## src/rtl/core/lcadc_pkg.sv

```systemverilog
// ----------------------------------------------------------------------------
// lcadc_pkg
// shared types and constants of the load cell adc reader
// ----------------------------------------------------------------------------
package lcadc_pkg;

    // command codes carried by each tick request
    localparam logic [1:0] CMD_TICK    = 2'd0;
    localparam logic [1:0] CMD_MEASURE = 2'd1;
    localparam logic [1:0] CMD_TARE    = 2'd2;

    // configuration register indexes
    localparam int          CFG_IDX_W          = 2;
    localparam int          CFG_DATA_W         = 17;
    localparam logic [1:0]  CFG_TIMEOUT_LIMIT  = 2'd0;
    localparam logic [1:0]  CFG_MEASURE_SAMPLES = 2'd1;
    localparam logic [1:0]  CFG_TARE_SAMPLES   = 2'd2;

    // register widths and reset values
    localparam int          TIMEOUT_W      = 17;
    localparam int          COUNT_W        = 8;
    localparam logic [TIMEOUT_W-1:0] TIMEOUT_RESET = 17'd100000;
    localparam logic [COUNT_W-1:0]   MEASURE_RESET = 8'd3;
    localparam logic [COUNT_W-1:0]   TARE_RESET    = 8'd10;

    // result word and its saturation bounds
    localparam int WEIGHT_W = 25;
    localparam logic [WEIGHT_W-1:0] WEIGHT_MAX = {1'b0, {(WEIGHT_W-1){1'b1}}};
    localparam logic [WEIGHT_W-1:0] WEIGHT_MIN = {1'b1, {(WEIGHT_W-1){1'b0}}};

    // per-tick status from the frame sequencer
    typedef struct packed {
        logic sck_level;
        logic busy;
        logic timed_out;
        logic avg_req;
        logic tare_run;
    } t_tick_res;

endpackage

```

## src/rtl/core/lcadc_ifs.sv

```systemverilog
// ----------------------------------------------------------------------------
// lcadc channel interfaces
// tick request channel, result channel and register write channel
// ----------------------------------------------------------------------------
interface lcadc_in_if;
    logic       valid;
    logic       ready;
    logic [1:0] cmd;
    logic       dt_level;

    modport source (output valid, output cmd, output dt_level, input ready);
    modport sink   (input valid, input cmd, input dt_level, output ready);
endinterface

interface lcadc_out_if;
    logic                                 valid;
    logic                                 ready;
    logic                                 sck_level;
    logic                                 busy_res;
    logic                                 value_valid;
    logic signed [lcadc_pkg::WEIGHT_W-1:0] weight_value;
    logic                                 tare_done;
    logic                                 sample_timed_out;

    modport source (output valid, output sck_level, output busy_res, output value_valid,
                    output weight_value, output tare_done, output sample_timed_out,
                    input ready);
    modport sink   (input valid, input sck_level, input busy_res, input value_valid,
                    input weight_value, input tare_done, input sample_timed_out,
                    output ready);
endinterface

interface lcadc_cfg_if;
    logic                                valid;
    logic                                ready;
    logic [lcadc_pkg::CFG_IDX_W-1:0]     index;
    logic [lcadc_pkg::CFG_DATA_W-1:0]    data;

    modport source (output valid, output index, output data, input ready);
    modport sink   (input valid, input index, input data, output ready);
endinterface

```

## src/rtl/core/lcadc_divider.sv

```systemverilog
// ----------------------------------------------------------------------------
// lcadc_divider
// bit-serial restoring divider, signed dividend by 8-bit count, truncating
// ----------------------------------------------------------------------------
module lcadc_divider #(
    parameter int DIVIDEND_W = 32
) (
    input  logic                         i_clk,
    input  logic                         i_rst_n,
    input  logic                         i_start,
    input  logic signed [DIVIDEND_W-1:0] i_dividend,
    input  logic [lcadc_pkg::COUNT_W-1:0] i_divisor,
    output logic                         o_done,
    output logic signed [DIVIDEND_W-1:0] o_quotient
);
    import lcadc_pkg::*;

    localparam int CNT_W = $clog2(DIVIDEND_W + 1);

    localparam logic [1:0] DV_IDLE = 2'd0;
    localparam logic [1:0] DV_RUN  = 2'd1;
    localparam logic [1:0] DV_FIX  = 2'd2;

    logic [1:0]            r_state;
    logic [CNT_W-1:0]      r_cnt;
    logic [COUNT_W-1:0]    r_rem;
    logic [COUNT_W-1:0]    r_div;
    logic [DIVIDEND_W-1:0] r_quo;
    logic                  r_neg;
    logic                  r_done;
    logic [DIVIDEND_W-1:0] r_q_out;

    logic [COUNT_W:0]      trial;
    logic                  fits;

    // one quotient bit per cycle
    assign trial = {r_rem, r_quo[DIVIDEND_W-1]};
    assign fits  = (trial >= {1'b0, r_div});

    always_ff @(posedge i_clk) begin
        if (!i_rst_n) begin
            r_state <= DV_IDLE;
            r_done  <= 1'b0;
        end else begin
            r_done <= (r_state == DV_FIX);
            unique case (r_state)
                DV_IDLE: begin
                    if (i_start) begin
                        r_state <= DV_RUN;
                    end
                end
                DV_RUN: begin
                    if (r_cnt == CNT_W'(1)) begin
                        r_state <= DV_FIX;
                    end
                end
                DV_FIX: begin
                    r_state <= DV_IDLE;
                end
                default: r_state <= DV_IDLE;
            endcase
        end
    end

    always_ff @(posedge i_clk) begin
        if (r_state == DV_IDLE && i_start) begin
            r_quo <= i_dividend[DIVIDEND_W-1] ? (~i_dividend + 1'b1) : i_dividend;
            r_neg <= i_dividend[DIVIDEND_W-1];
            r_rem <= '0;
            r_div <= i_divisor;
            r_cnt <= CNT_W'(DIVIDEND_W);
        end else if (r_state == DV_RUN) begin
            r_rem <= fits ? COUNT_W'(trial - {1'b0, r_div}) : trial[COUNT_W-1:0];
            r_quo <= {r_quo[DIVIDEND_W-2:0], fits};
            r_cnt <= r_cnt - 1'b1;
        end else if (r_state == DV_FIX) begin
            r_q_out <= r_neg ? (~r_quo + 1'b1) : r_quo;
        end
    end

    assign o_done     = r_done;
    assign o_quotient = r_q_out;

endmodule

```

## src/rtl/core/lcadc_frame.sv

```systemverilog
// ----------------------------------------------------------------------------
// lcadc_frame
// tick sequencer: data line wait, serial clock pulses, bit shift-in, summing
// ----------------------------------------------------------------------------
module lcadc_frame #(
    parameter int SAMPLE_BITS = 24
) (
    input  logic                              i_clk,
    input  logic                              i_rst_n,
    input  logic                              i_tick,
    input  logic [1:0]                        i_cmd,
    input  logic                              i_dt_level,
    input  logic [lcadc_pkg::TIMEOUT_W-1:0]   i_timeout_limit,
    input  logic [lcadc_pkg::COUNT_W-1:0]     i_measure_samples,
    input  logic [lcadc_pkg::COUNT_W-1:0]     i_tare_samples,
    output lcadc_pkg::t_tick_res              o_res,
    output logic signed [SAMPLE_BITS+7:0]     o_sum,
    output logic [lcadc_pkg::COUNT_W-1:0]     o_divisor
);
    import lcadc_pkg::*;

    localparam int SUM_W = SAMPLE_BITS + 8;
    localparam int CNT_W = $clog2(SAMPLE_BITS + 1);

    localparam logic [2:0] PH_IDLE    = 3'd0;
    localparam logic [2:0] PH_WAIT    = 3'd1;
    localparam logic [2:0] PH_BIT_HI  = 3'd2;
    localparam logic [2:0] PH_BIT_LO  = 3'd3;
    localparam logic [2:0] PH_GAIN_HI = 3'd4;
    localparam logic [2:0] PH_GAIN_LO = 3'd5;

    logic [2:0]             r_phase,   n_phase;
    logic [CNT_W-1:0]       r_bit_cnt, n_bit_cnt;
    logic [SAMPLE_BITS-1:0] r_shift,   n_shift;
    logic [TIMEOUT_W-1:0]   r_wait,    n_wait;
    logic [SUM_W-1:0]       r_sum,     n_sum;
    logic [COUNT_W-1:0]     r_taken,   n_taken;
    logic                   r_tare,    n_tare;

    logic [COUNT_W-1:0]     cfg_count;
    logic [COUNT_W-1:0]     div_count;
    logic                   fin;
    logic [SUM_W-1:0]       fin_sample;
    t_tick_res              res;

    assign cfg_count = r_tare ? i_tare_samples : i_measure_samples;
    assign div_count = (cfg_count == '0) ? COUNT_W'(1) : cfg_count;

    always_comb begin
        n_phase    = r_phase;
        n_bit_cnt  = r_bit_cnt;
        n_shift    = r_shift;
        n_wait     = r_wait;
        n_sum      = r_sum;
        n_taken    = r_taken;
        n_tare     = r_tare;
        fin        = 1'b0;
        fin_sample = '0;
        res        = '0;
        if (i_tick) begin
            unique case (r_phase)
                PH_IDLE: begin
                    if (i_cmd == CMD_MEASURE || i_cmd == CMD_TARE) begin
                        n_tare  = (i_cmd == CMD_TARE);
                        n_sum   = '0;
                        n_taken = '0;
                        n_wait  = i_timeout_limit;
                        n_phase = PH_WAIT;
                    end
                end
                PH_WAIT: begin
                    if (!i_dt_level) begin
                        n_bit_cnt     = '0;
                        n_shift       = '0;
                        res.sck_level = 1'b1;
                        n_phase       = PH_BIT_HI;
                    end else begin
                        n_wait = r_wait - 1'b1;
                        if (n_wait == '0) begin
                            res.timed_out = 1'b1;
                            fin           = 1'b1;
                        end
                    end
                end
                PH_BIT_HI: n_phase = PH_BIT_LO;
                PH_BIT_LO: begin
                    // data bit valid while clock is low, msb first
                    n_shift       = {r_shift[SAMPLE_BITS-2:0], i_dt_level};
                    n_bit_cnt     = r_bit_cnt + 1'b1;
                    res.sck_level = 1'b1;
                    n_phase       = (n_bit_cnt >= CNT_W'(SAMPLE_BITS)) ? PH_GAIN_HI : PH_BIT_HI;
                end
                PH_GAIN_HI: n_phase = PH_GAIN_LO;
                PH_GAIN_LO: begin
                    fin        = 1'b1;
                    fin_sample = {{8{r_shift[SAMPLE_BITS-1]}}, r_shift};
                end
                default: n_phase = PH_IDLE;
            endcase

            if (fin) begin
                n_sum   = r_sum + fin_sample;
                n_taken = r_taken + 1'b1;
                if (n_taken >= div_count) begin
                    res.avg_req = 1'b1;
                    n_phase     = PH_IDLE;
                end else begin
                    n_wait  = i_timeout_limit;
                    n_phase = PH_WAIT;
                end
            end
        end
        res.busy     = (n_phase != PH_IDLE);
        res.tare_run = r_tare;
    end

    always_ff @(posedge i_clk) begin
        if (!i_rst_n) begin
            r_phase   <= PH_IDLE;
            r_bit_cnt <= '0;
            r_shift   <= '0;
            r_wait    <= '0;
            r_sum     <= '0;
            r_taken   <= '0;
            r_tare    <= 1'b0;
        end else begin
            r_phase   <= n_phase;
            r_bit_cnt <= n_bit_cnt;
            r_shift   <= n_shift;
            r_wait    <= n_wait;
            r_sum     <= n_sum;
            r_taken   <= n_taken;
            r_tare    <= n_tare;
        end
    end

    assign o_res     = res;
    assign o_sum     = r_sum;
    assign o_divisor = div_count;

endmodule

```

## src/rtl/core/load_cell_adc_reader.sv

```systemverilog
// ----------------------------------------------------------------------------
// load_cell_adc_reader
// two-wire load cell converter reader with averaging and tare offset
// ----------------------------------------------------------------------------
// i_in carries one request per half-bit-period tick: a command (plain tick,
// start measurement, start tare) and the level seen on the converter data
// line. every request gives exactly one result on o_out: the serial clock
// level to drive until the next tick, a busy flag, and the strobes for a
// finished measurement, a stored tare offset or an expired data wait.
// i_cfg writes timeout_limit, measure_samples and tare_samples by index;
// it is always ready and is meant to be used while no run is in progress.
// an ordinary tick is answered from the result register in the cycle after
// it is taken, so ticks flow at one per cycle while results are drained. the
// tick that closes a run (last sample summed) goes through the serial
// divider: start, SAMPLE_BITS+8 quotient bits, sign fix-up and offset or
// saturation steps; no new tick is taken until its result is written.
// a stalled receiver holds the result register; a new tick is taken in the
// same cycle the held result leaves. reset returns the sequencer to idle,
// clears the tare offset and loads the register defaults; no result waits
// ----------------------------------------------------------------------------
module load_cell_adc_reader #(
    parameter int SAMPLE_BITS = 24
) (
    input  logic          i_clk,
    input  logic          i_rst_n,
    lcadc_in_if.sink      i_in,
    lcadc_out_if.source   o_out,
    lcadc_cfg_if.sink     i_cfg
);
    import lcadc_pkg::*;

    localparam int SUM_W  = SAMPLE_BITS + 8;
    localparam int DIFF_W = SUM_W + 1;

    // control sequence around the averaging divide
    localparam logic [1:0] ST_TICK     = 2'd0;
    localparam logic [1:0] ST_DIV_GO   = 2'd1;
    localparam logic [1:0] ST_DIV_WAIT = 2'd2;
    localparam logic [1:0] ST_SAT      = 2'd3;

    // configuration registers
    logic [TIMEOUT_W-1:0]   r_timeout_limit;
    logic [COUNT_W-1:0]     r_measure_samples;
    logic [COUNT_W-1:0]     r_tare_samples;

    logic [1:0]             r_state;
    logic [SAMPLE_BITS-1:0] r_offset;
    logic [DIFF_W-1:0]      r_diff;

    // status of the tick that closed a run, held across the divide
    logic                   r_pend_sck;
    logic                   r_pend_busy;
    logic                   r_pend_to;

    // result register
    logic                   r_out_valid, n_out_valid;
    logic                   r_out_sck;
    logic                   r_out_busy;
    logic                   r_out_vv;
    logic [WEIGHT_W-1:0]    r_out_weight;
    logic                   r_out_td;
    logic                   r_out_to;

    logic                   tick;
    t_tick_res              res;
    logic signed [SUM_W-1:0] frame_sum;
    logic [COUNT_W-1:0]     frame_div;
    logic                   div_done;
    logic signed [SUM_W-1:0] quotient;
    logic [DIFF_W-WEIGHT_W:0] diff_top;
    logic [WEIGHT_W-1:0]    sat_weight;

    // a request is taken only when the result slot is free or freeing
    assign i_in.ready = (r_state == ST_TICK) && (!r_out_valid || o_out.ready);
    assign tick       = i_in.valid && i_in.ready;

    assign i_cfg.ready = 1'b1;

    always_ff @(posedge i_clk) begin
        if (!i_rst_n) begin
            r_timeout_limit   <= TIMEOUT_RESET;
            r_measure_samples <= MEASURE_RESET;
            r_tare_samples    <= TARE_RESET;
        end else if (i_cfg.valid) begin
            unique case (i_cfg.index)
                CFG_TIMEOUT_LIMIT:   r_timeout_limit   <= i_cfg.data[TIMEOUT_W-1:0];
                CFG_MEASURE_SAMPLES: r_measure_samples <= i_cfg.data[COUNT_W-1:0];
                CFG_TARE_SAMPLES:    r_tare_samples    <= i_cfg.data[COUNT_W-1:0];
                default: ;  // writes past the register list are dropped
            endcase
        end
    end

    lcadc_frame #(
        .SAMPLE_BITS (SAMPLE_BITS)
    ) u_frame (
        .i_clk             (i_clk),
        .i_rst_n           (i_rst_n),
        .i_tick            (tick),
        .i_cmd             (i_in.cmd),
        .i_dt_level        (i_in.dt_level),
        .i_timeout_limit   (r_timeout_limit),
        .i_measure_samples (r_measure_samples),
        .i_tare_samples    (r_tare_samples),
        .o_res             (res),
        .o_sum             (frame_sum),
        .o_divisor         (frame_div)
    );

    // sum is registered in the frame, so the divide starts in the cycle after the closing tick
    lcadc_divider #(
        .DIVIDEND_W (SUM_W)
    ) u_divider (
        .i_clk      (i_clk),
        .i_rst_n    (i_rst_n),
        .i_start    (r_state == ST_DIV_GO),
        .i_dividend (frame_sum),
        .i_divisor  (frame_div),
        .o_done     (div_done),
        .o_quotient (quotient)
    );

    // clamp the average minus offset into the result word
    assign diff_top = r_diff[DIFF_W-1:WEIGHT_W-1];
    always_comb begin
        if (diff_top == '0 || diff_top == '1) begin
            sat_weight = r_diff[WEIGHT_W-1:0];
        end else if (r_diff[DIFF_W-1]) begin
            sat_weight = WEIGHT_MIN;
        end else begin
            sat_weight = WEIGHT_MAX;
        end
    end

    // result slot: a held result leaves when taken, a new one fills it
    always_comb begin
        n_out_valid = r_out_valid && !o_out.ready;
        if (r_state == ST_TICK && tick && !res.avg_req) begin
            n_out_valid = 1'b1;
        end
        if (r_state == ST_DIV_WAIT && div_done && res.tare_run) begin
            n_out_valid = 1'b1;
        end
        if (r_state == ST_SAT) begin
            n_out_valid = 1'b1;
        end
    end

    always_ff @(posedge i_clk) begin
        if (!i_rst_n) begin
            r_state     <= ST_TICK;
            r_offset    <= '0;
            r_out_valid <= 1'b0;
        end else begin
            r_out_valid <= n_out_valid;
            unique case (r_state)
                ST_TICK: begin
                    if (tick && res.avg_req) begin
                        // closing tick: hold its status until the average is known
                        r_state <= ST_DIV_GO;
                    end
                end
                ST_DIV_GO: r_state <= ST_DIV_WAIT;
                ST_DIV_WAIT: begin
                    if (div_done) begin
                        if (res.tare_run) begin
                            r_offset <= quotient[SAMPLE_BITS-1:0];
                            r_state  <= ST_TICK;
                        end else begin
                            r_state <= ST_SAT;
                        end
                    end
                end
                ST_SAT: begin
                    r_state <= ST_TICK;
                end
                default: r_state <= ST_TICK;
            endcase
        end
    end

    // payload side of the result register and the held status
    always_ff @(posedge i_clk) begin
        if (r_state == ST_TICK && tick) begin
            r_pend_sck  <= res.sck_level;
            r_pend_busy <= res.busy;
            r_pend_to   <= res.timed_out;
            if (!res.avg_req) begin
                r_out_sck    <= res.sck_level;
                r_out_busy   <= res.busy;
                r_out_vv     <= 1'b0;
                r_out_weight <= '0;
                r_out_td     <= 1'b0;
                r_out_to     <= res.timed_out;
            end
        end
        if (r_state == ST_DIV_WAIT && div_done) begin
            r_diff <= {{(DIFF_W-SUM_W){quotient[SUM_W-1]}}, quotient}
                    - {{(DIFF_W-SAMPLE_BITS){r_offset[SAMPLE_BITS-1]}}, r_offset};
            if (res.tare_run) begin
                r_out_sck    <= r_pend_sck;
                r_out_busy   <= r_pend_busy;
                r_out_vv     <= 1'b0;
                r_out_weight <= '0;
                r_out_td     <= 1'b1;
                r_out_to     <= r_pend_to;
            end
        end
        if (r_state == ST_SAT) begin
            r_out_sck    <= r_pend_sck;
            r_out_busy   <= r_pend_busy;
            r_out_vv     <= 1'b1;
            r_out_weight <= sat_weight;
            r_out_td     <= 1'b0;
            r_out_to     <= r_pend_to;
        end
    end

    assign o_out.valid            = r_out_valid;
    assign o_out.sck_level        = r_out_sck;
    assign o_out.busy_res         = r_out_busy;
    assign o_out.value_valid      = r_out_vv;
    assign o_out.weight_value     = r_out_weight;
    assign o_out.tare_done        = r_out_td;
    assign o_out.sample_timed_out = r_out_to;

endmodule
```

## src/flat_wrapper.sv

```systemverilog
// flat-port wrapper written by rule: the top's interface ports become plain ports
module load_cell_adc_reader_flat import lcadc_pkg::*;
#(
    parameter int SAMPLE_BITS = 24
)
  (i_clk, i_rst_n, i_in_valid, i_in_cmd, i_in_dt_level, i_in_ready, o_out_valid, o_out_sck_level, o_out_busy_res, o_out_value_valid, o_out_weight_value, o_out_tare_done, o_out_sample_timed_out, o_out_ready, i_cfg_valid, i_cfg_index, i_cfg_data, i_cfg_ready);
  lcadc_in_if i_in_i ();
  lcadc_out_if o_out_i ();
  lcadc_cfg_if i_cfg_i ();
  input  logic i_clk;
  input  logic i_rst_n;
  input wire logic [$bits(i_in_i.valid)-1:0] i_in_valid;
  input wire logic [$bits(i_in_i.cmd)-1:0] i_in_cmd;
  input wire logic [$bits(i_in_i.dt_level)-1:0] i_in_dt_level;
  output wire logic [$bits(i_in_i.ready)-1:0] i_in_ready;
  output wire logic [$bits(o_out_i.valid)-1:0] o_out_valid;
  output wire logic [$bits(o_out_i.sck_level)-1:0] o_out_sck_level;
  output wire logic [$bits(o_out_i.busy_res)-1:0] o_out_busy_res;
  output wire logic [$bits(o_out_i.value_valid)-1:0] o_out_value_valid;
  output wire logic [$bits(o_out_i.weight_value)-1:0] o_out_weight_value;
  output wire logic [$bits(o_out_i.tare_done)-1:0] o_out_tare_done;
  output wire logic [$bits(o_out_i.sample_timed_out)-1:0] o_out_sample_timed_out;
  input wire logic [$bits(o_out_i.ready)-1:0] o_out_ready;
  input wire logic [$bits(i_cfg_i.valid)-1:0] i_cfg_valid;
  input wire logic [$bits(i_cfg_i.index)-1:0] i_cfg_index;
  input wire logic [$bits(i_cfg_i.data)-1:0] i_cfg_data;
  output wire logic [$bits(i_cfg_i.ready)-1:0] i_cfg_ready;
  assign i_in_i.valid = i_in_valid;
  assign i_in_i.cmd = i_in_cmd;
  assign i_in_i.dt_level = i_in_dt_level;
  assign i_in_ready = i_in_i.ready;
  assign o_out_valid = o_out_i.valid;
  assign o_out_sck_level = o_out_i.sck_level;
  assign o_out_busy_res = o_out_i.busy_res;
  assign o_out_value_valid = o_out_i.value_valid;
  assign o_out_weight_value = o_out_i.weight_value;
  assign o_out_tare_done = o_out_i.tare_done;
  assign o_out_sample_timed_out = o_out_i.sample_timed_out;
  assign o_out_i.ready = o_out_ready;
  assign i_cfg_i.valid = i_cfg_valid;
  assign i_cfg_i.index = i_cfg_index;
  assign i_cfg_i.data = i_cfg_data;
  assign i_cfg_ready = i_cfg_i.ready;
  load_cell_adc_reader #(.SAMPLE_BITS(SAMPLE_BITS)) u_core (.i_clk(i_clk), .i_rst_n(i_rst_n), .i_in(i_in_i), .o_out(o_out_i), .i_cfg(i_cfg_i));
endmodule
```

## config.mk

```make
export PLATFORM = sky130hd
export DESIGN_NAME = load_cell_adc_reader_flat
export DESIGN_NICKNAME = d
export VERILOG_FILES = /design/src/rtl/core/lcadc_pkg.sv /design/src/rtl/core/lcadc_ifs.sv /design/src/rtl/core/lcadc_divider.sv /design/src/rtl/core/lcadc_frame.sv /design/src/rtl/core/load_cell_adc_reader.sv /design/src/flat_wrapper.sv
export SDC_FILE = /design/constraint.sdc
export NUM_CORES = 1
export LEC_CHECK = 0
export BUFFER_PORTS_ARGS = -buffer_cell sky130_fd_sc_hd__buf_2
export CAP_MARGIN = 20
export CORE_UTILIZATION = 40
export DETAILED_ROUTE_END_ITERATION = 6
export PLACE_DENSITY = 0.61
export SYNTH_ARGS = -nofsm -noshare
export SYNTH_HDL_FRONTEND = slang
export SYNTH_HIERARCHICAL = 1
export SYNTH_SLANG_ARGS = --single-unit
```

## constraint.sdc

```tcl
create_clock -name i_clk -period 5.5 [get_ports i_clk]
set_clock_uncertainty 0.15 [all_clocks]
set_input_delay 0 -clock i_clk [delete_from_list [all_inputs] [get_ports i_clk]]
set_output_delay 0 -clock i_clk [all_outputs]
set_load 0.03 [all_outputs]
```

Yosys cells after proc, flatten, opt, wreduce, memory -nomap -nowiden:

Cells that the tools add are included.

* equality and inequality tests: 21
* divide/modulo/power cells: 0
* shifts and indexed selects: 0
* multipliers: 0
* add/subtract/negate cells: 9
* reductions and logical operators: 37
* mux-type cells: 82
* bitwise logic cells: 4
* $lt $le $gt $ge: 3

Operators by type and width (number)
* 32-bit 2-to-1 mux: 9
* 25-bit 2-to-1 mux: 7
* 17-bit 2-to-1 mux: 4
* 32-bit by 1-bit adder with 32-bit output, second input constant: 2
* 32-bit inverter: 2
* 8-bit 2-to-1 mux: 6
* 24-bit one-hot mux with 2 select lines: 1
* 1-bit 2-to-1 mux: 35
* 17-bit one-hot mux with 2 select lines: 1
* 32-bit by 24-bit subtractor with 33-bit output: 1
* 32-bit adder: 1
* 24-bit 2-to-1 mux: 1
* 3-bit one-hot mux with 6 select lines: 1
* 17-bit logical NOT: 1
* 17-bit by 1-bit subtractor with 17-bit output, second input constant: 1
* 3-bit 2-to-1 mux: 5
* 3-bit AND reduction: 5
* 2-bit 2-to-1 mux: 6
* 2-bit equality test, second input constant: 5
* 2-bit inequality test, second input constant: 5
* 5-bit one-hot mux with 2 select lines: 1
* 2-bit AND reduction: 5
* 9-bit equality test, second input constant: 1
* 9-bit by 8-bit >= comparator with 1-bit output: 1
* 25 further kinds: 49

* input port bits: 27
* memory bits (writable): 0
* latch bits: 0
* bits in registers: 306
* bits in read-only memories: 0
* word-level logic and storage cells: 187
* memories: 0
* output and inout port bits: 33

Depth between registers and ports, before layout:

* depth after elaboration: 14
* depth in mapped cells: 18
* mapped depth without buffers: 15

By module:

Netlist, hierarchy kept.

Modules (own cells, without submodules)
* load_cell_adc_reader: cells each 739, instances 1, area an instance 6605.1 um^2, seq. area each 2882.8 um^2
* lcadc_frame: cells each 815, instances 1, area an instance 6422.4 um^2, seq. area each 1801.7 um^2
* lcadc_divider: cells each 462, instances 1, area an instance 4888.4 um^2, seq. area each 2532.4 um^2

Worst setup path before layout:

No wires, ideal clock.

* path kind: flip-flop to flip-flop
* start point: register u_core.u_frame.r_tare
* end point: register u_core.r_out_weight[10], in the netlist u_core/o_out.weight_value[10]
* data required time: 5.236 ns
* clock period less this slack: 3.900 ns
* stages on the path, launching flop included: 19
* arrival time: 3.636 ns
* setup time: 0.114 ns
* slack: 1.600 ns
* buffers on the path: 4
* cells stage by stage: dfxtp_1 clkbuf_1 mux2i_1 nand4_1 o41ai_1 ha_1 nand2b_1 a21o_1 a21o_1 a211oi_1 o21ai_0 nand2_1 nor2_1 nand2b_1 clkbuf_1 and2_1 buf_2 buf_4 a21o_1

RTL lines
* from (decl): RTL line lcadc_frame.sv:38 `logic r_tare, n_tare;`
* from (signal assigned): RTL line lcadc_frame.sv:133 `r_tare <= n_tare;`
* to (signal assigned): RTL line load_cell_adc_reader.sv:213 `r_out_weight <= sat_weight;`
* to (decl): RTL line load_cell_adc_reader.sv:60 `logic [WEIGHT_W-1:0] r_out_weight;`

==> results by stage <==
Floorplanning:
- The area of the core region is ~44000 sq um.
- In this run the core area contains 77 standard-cell rows.
- 60 I/O pins were placed.
- The horizontal die dimension is 214 um.
- The height of the die is ~210 um.
- The floorplan step defined a die boundary enclosing roughly 46000 sq um.
- The initial standard-cell utilization of the core is between 40 and 50%.

Logic synthesis:
- The per-instance average area after synthesis is between 8 and 9 sq um.
- After synthesis, the largest area contributor takes up roughly 22% of total cell area.
- The biggest area contributor in the post-synthesis netlist is sky130_fd_sc_hd__dfxtp_1.
- Synthesis inferred just over 300 register bits.
- For this run, the register share of the synthesized area comes to 40.3%.
- The netlist uses 98 different library cells.
- In the post-synthesis netlist, the cell with the most instances is sky130_fd_sc_hd__nand2_1.
- The async set-reset flop share out of synthesis is 0%.
- The most common flop cell mapped by yosys is sky130_fd_sc_hd__dfxtp_1.
- After technology mapping, the gate count stands at ~2000.
- The cell area that synthesis handed to floorplanning was between 15000 and 20000 sq um.
- The synthesized netlist net count is 2135.
- The total of warnings raised by yosys is 6.
- After synthesis, the most frequently instantiated cells are sky130_fd_sc_hd__nand2_1, sky130_fd_sc_hd__dfxtp_1, sky130_fd_sc_hd__o21ai_0.
- Ranked by total cell area, the synthesized netlist is headed by sky130_fd_sc_hd__dfxtp_1, sky130_fd_sc_hd__edfxtp_1, sky130_fd_sc_hd__ha_1, sky130_fd_sc_hd__nand2_1, sky130_fd_sc_hd__o21ai_0.
- The number of synthesized flops with an enable pin is 109.

Timing:
- The number of pins with negative max-slew slack in the final report is 0.
- At the pin with the least slew margin, the transition time is slightly above 1 ns.
- The minimum setup slack in the final design is roughly 0.74 ns.
- The final-report hold violation count is 0.
- Headroom to the max-slew limit came out at a little under a third.
- Setup violations remaining at the end of the flow were counted as 0.
- The maximum operating frequency is about 0.21 GHz.
- Setup repair after global routing left no endpoint under its margin.
- The post-route clock period utilization is 86.5%.
- The minimum period implied by the final worst setup slack is 4.76 ns.
- Summed over all failing endpoints, the final setup total negative slack is 0 ns.

Worst setup path:
- Traced cell by cell, the critical path runs through mux2i_1, nand4_1, o41ai_1, ha_1, nand2b_1, a21o_1, a21o_1, a211oi_1, o21ai_0, nand2_1, nor2_1, nand2b_1, and2_1, a21boi_1.
- Along the worst path, the maximum fanout reaches 26.
- On the critical path the largest part of the delay comes from simple AND/OR/NAND/NOR gates.
- The setup path with the least slack is of type flip-flop to flip-flop.
- For this run, the slowest stage of the critical path takes just under 0.8 ns.
- The worst setup path is launched from a flip-flop.
- The category of the worst setup path capture point is a flip-flop.
- Data arrives at the worst endpoint at about 5.0 ns.
- The number of buffers and inverters on the critical path is 0.
- For the worst setup path, the data required time is 5.73 ns.
- The largest individual stage delay along the critical path comes from the cell sky130_fd_sc_hd__and2_1.

Power and ir drop:
- The clock power share is a little under half.
- The net switching share of the total power is roughly 23%.
- Of the total power, combinational logic draws ~5.7%.
- The sequential share of power is ~47%.
- The leakage dissipation is 7.99 nW.
- The ratio of total power to cell area is between 200 and 250 nW/um^2.
- The internal power consumption is slightly below 4 mW.
- The peak supply drop is around 0.16 mV.
- The power dissipated by switching net loads is roughly 1.2 mW.

Detailed routing:
- Summed over all layers, the routed wires come to 40800 um.
- The routed length per instance is 15.2 um.
- For this run, the detailed router's first-pass iteration total came to 5.
- After detailed routing, the number of remaining DRC violations is 0.
- The routed layout has approximately 14000 vias.
- The number of DRC markers in iteration 0 is between 600 and 700.
- After detailed routing, the number of vias per cell comes to around 5.4.
- The detail route stage leaves a number of antenna-violating nets equal to 0.

GRT:
- The aggregate global-route resource usage is 18.2%.
- Summed over all layers, the global routing overflow is 0.
- The largest net degree at the start of global routing is between 80 and 90.
- The number of antenna violations at the first check in global routing was 0.
- The via count of the first global-routing pass came to roughly 14000.
- The first global-routing pass estimated 68600 um of wire.

Clock network:
- The deepest level of the CTS H-tree is 2.
- After clock tree synthesis, the setup repair step added 0 buffers.
- The tree built by TritonCTS fans out to just over 300 sinks.
- The CTS tree is built.
- The buffer cell driving the clock tree root is sky130_fd_sc_hd__clkbuf_16.
- After clock tree synthesis, the clock-pin slew on the worst setup and hold paths is about 0.06 ns.
- The clock buffer count from CTS is 37.
- The clock passes through at most 3 buffers.
- The clock latency at the later pin of the worst-skew pair is 0.54 ns.

Place:
- Prior to clock tree synthesis, the placed netlist has a worst setup slack of 0.818 ns.
- The HPWL after detailed placement is a little under 30000 um.
- The routability-driven placement congestion ratio is between 0.8 and 0.9.
- The number of buffers added on ports is slightly below 60.

Cells and area:
- The signed area change from the synthesized netlist to the final layout is 13.0%.
- The post-route core utilization is a little under half.
- The net count of the finished layout is 2178.
- The count of inserted antenna diode cells is 0.
- The layout cell share with drive strength beyond 1 is roughly 8.7%.

Status:
- The run finished with clean final reports.

Worst hold path:
- The worst hold path class is input port to flip-flop.

Run:
- The total of max-cap violations is 0.
==> power groups by stage <==
stage | clock network (mW) | registers (mW) | logic, mW
floorplan | 0 | 2.43 | 0.198
global placement | 0 | 2.44 | 0.260
detailed placement | 0 | 2.44 | 0.262
CTS | 2.45 | 2.39 | 0.283
global route | 2.55 | 2.39 | 0.316
finish | 2.38 | 2.39 | 0.286
==> layer usage <==
metal	part of all wire, %	up-vias	wire (um)	GRT usage [%]
met2	46	261	18700	30.5
li1	-	7412	-	-
met1	48	6741	19600	23.7
met4	2.6	0	1060	6.87
met5	0	-	0	0
met3	3.6	64	1470	2.45
==> layout by cell type, fill, tap and decap left out, types with 11 or more instances in the layout <==
| master | n |
|---|---|
| sky130_fd_sc_hd__nand2_1 | 244 |
| sky130_fd_sc_hd__nor2b_1 | 58 |
| sky130_fd_sc_hd__dfxtp_1 | 197 |
| sky130_fd_sc_hd__dlygate4sd3_1 | 43 |
| sky130_fd_sc_hd__and2_1 | 14 |
| sky130_fd_sc_hd__or3_1 | 17 |
| sky130_fd_sc_hd__a211oi_1 | 12 |
| sky130_fd_sc_hd__mux2i_1 | 30 |
| sky130_fd_sc_hd__clkbuf_16 | 39 |
| sky130_fd_sc_hd__a22oi_1 | 27 |
| sky130_fd_sc_hd__buf_4 | 16 |
| sky130_fd_sc_hd__o21ai_0 | 154 |
| sky130_fd_sc_hd__a21boi_0 | 54 |
| sky130_fd_sc_hd__inv_1 | 71 |
| sky130_fd_sc_hd__nand2b_1 | 18 |
| sky130_fd_sc_hd__nand4_1 | 26 |
| sky130_fd_sc_hd__xnor2_1 | 65 |
| sky130_fd_sc_hd__a21o_1 | 51 |
| sky130_fd_sc_hd__nor2_1 | 103 |
| sky130_fd_sc_hd__o31ai_1 | 28 |
| sky130_fd_sc_hd__nor3_1 | 28 |
| sky130_fd_sc_hd__buf_2 | 57 |
| sky130_fd_sc_hd__ha_1 | 89 |
| sky130_fd_sc_hd__a21oi_1 | 117 |
| sky130_fd_sc_hd__xor2_1 | 60 |
| sky130_fd_sc_hd__a31oi_1 | 11 |
| sky130_fd_sc_hd__and3_1 | 32 |
| sky130_fd_sc_hd__a221oi_1 | 17 |
| sky130_fd_sc_hd__edfxtp_1 | 109 |
| sky130_fd_sc_hd__nand3_1 | 81 |
==> worst min-delay path: cells and delay by family <==
kind	cells	cell delay, ns
and+or+nand+nor	3	0.59
buffers and inverters	1	0.12
==> cell families (layout without fill, tap and decap cells) <==
kind of cell | after synthesis | in the layout | share of synthesized area [%]
XOR/XNOR | 125 | 125 | 6.11
multiplexers | 34 | 34 | 1.93
flip-flops | 306 | 306 | 40.3
AND/OR/NAND/NOR | 697 | 697 | 19.8
buffers and inverters | 185 | 257 | 4.16
adder cells (fa/ha/maj) | 92 | 92 | 6.55
AO/OA/AOI/OAI | 576 | 576 | 21.2
other | 1 | 1 | 0.0209
==> registers in the layout (all words and copies together), names as in the netlist, 2 cells and up <==
signal and count:
u_core/r_diff 33, u_core/u_divider/o_quotient 32, u_core/u_divider/r_quo 32, u_core/u_frame/o_sum 32, u_core/o_out.weight_value 25, u_core/r_offset 24
u_core/u_frame/r_shift 24, u_core/r_timeout_limit 17, u_core/u_frame/r_wait 17, u_core/r_measure_samples 8, u_core/r_tare_samples 8, u_core/u_divider/r_div 8
u_core/u_divider/r_rem 8, u_core/u_frame/r_taken 8, u_core/u_divider/r_cnt 6, u_core/u_frame/r_bit_cnt 5, u_core/u_frame/r_phase 3, u_core/r_state 2
u_core/u_divider/r_state 2
==> stage by stage <==
step	instance area, sq um	total power [mW]	cells	hold WS [ns]
2_1_floorplan	17900	2.63	2016	-0.0283
3_3_place_gp	18600	2.70	2568	0.0764
3_5_place_dp	18600	2.70	2568	0.0812
4_1_cts	20200	5.12	2679	0.00399
5_1_grt	20200	5.25	2680	0.0635
6_report	20200	5.05	2680	0.0538
==> final timing paths <==
path / from / endpoint / slack (ns) / cells past startpoint
worst max register to register: u_core/u_frame/r_tare / u_core/o_out.valid / 0.74 / 14
worst min-delay path: i_cfg_valid / u_core/r_timeout_limit[5] / 0.05 / 4
worst min register to register: u_core/o_out.weight_value[17] / u_core/o_out.weight_value[17] / 0.29 / 1
worst max-delay path: u_core/u_frame/r_tare / u_core/o_out.valid / 0.74 / 14
==> what timing repair did <==
action                    in CTS  in global routing
hold endpoints to repair      80                  0
hold buffers                  43                  0
gates resized for setup        0                  0
==> cell type report <==
type	instances	area, sq um
Sequential cell	306	7220
Multi-Input combinational cell	1525	9970
Timing Repair Buffer	117	863
Tap cell	592	741
Inverter	72	270
Clock inverter	17	141
Clock buffer	51	1050
Fill cell	4187	24000
Note: power is estimated with default switching activity, not from simulation.
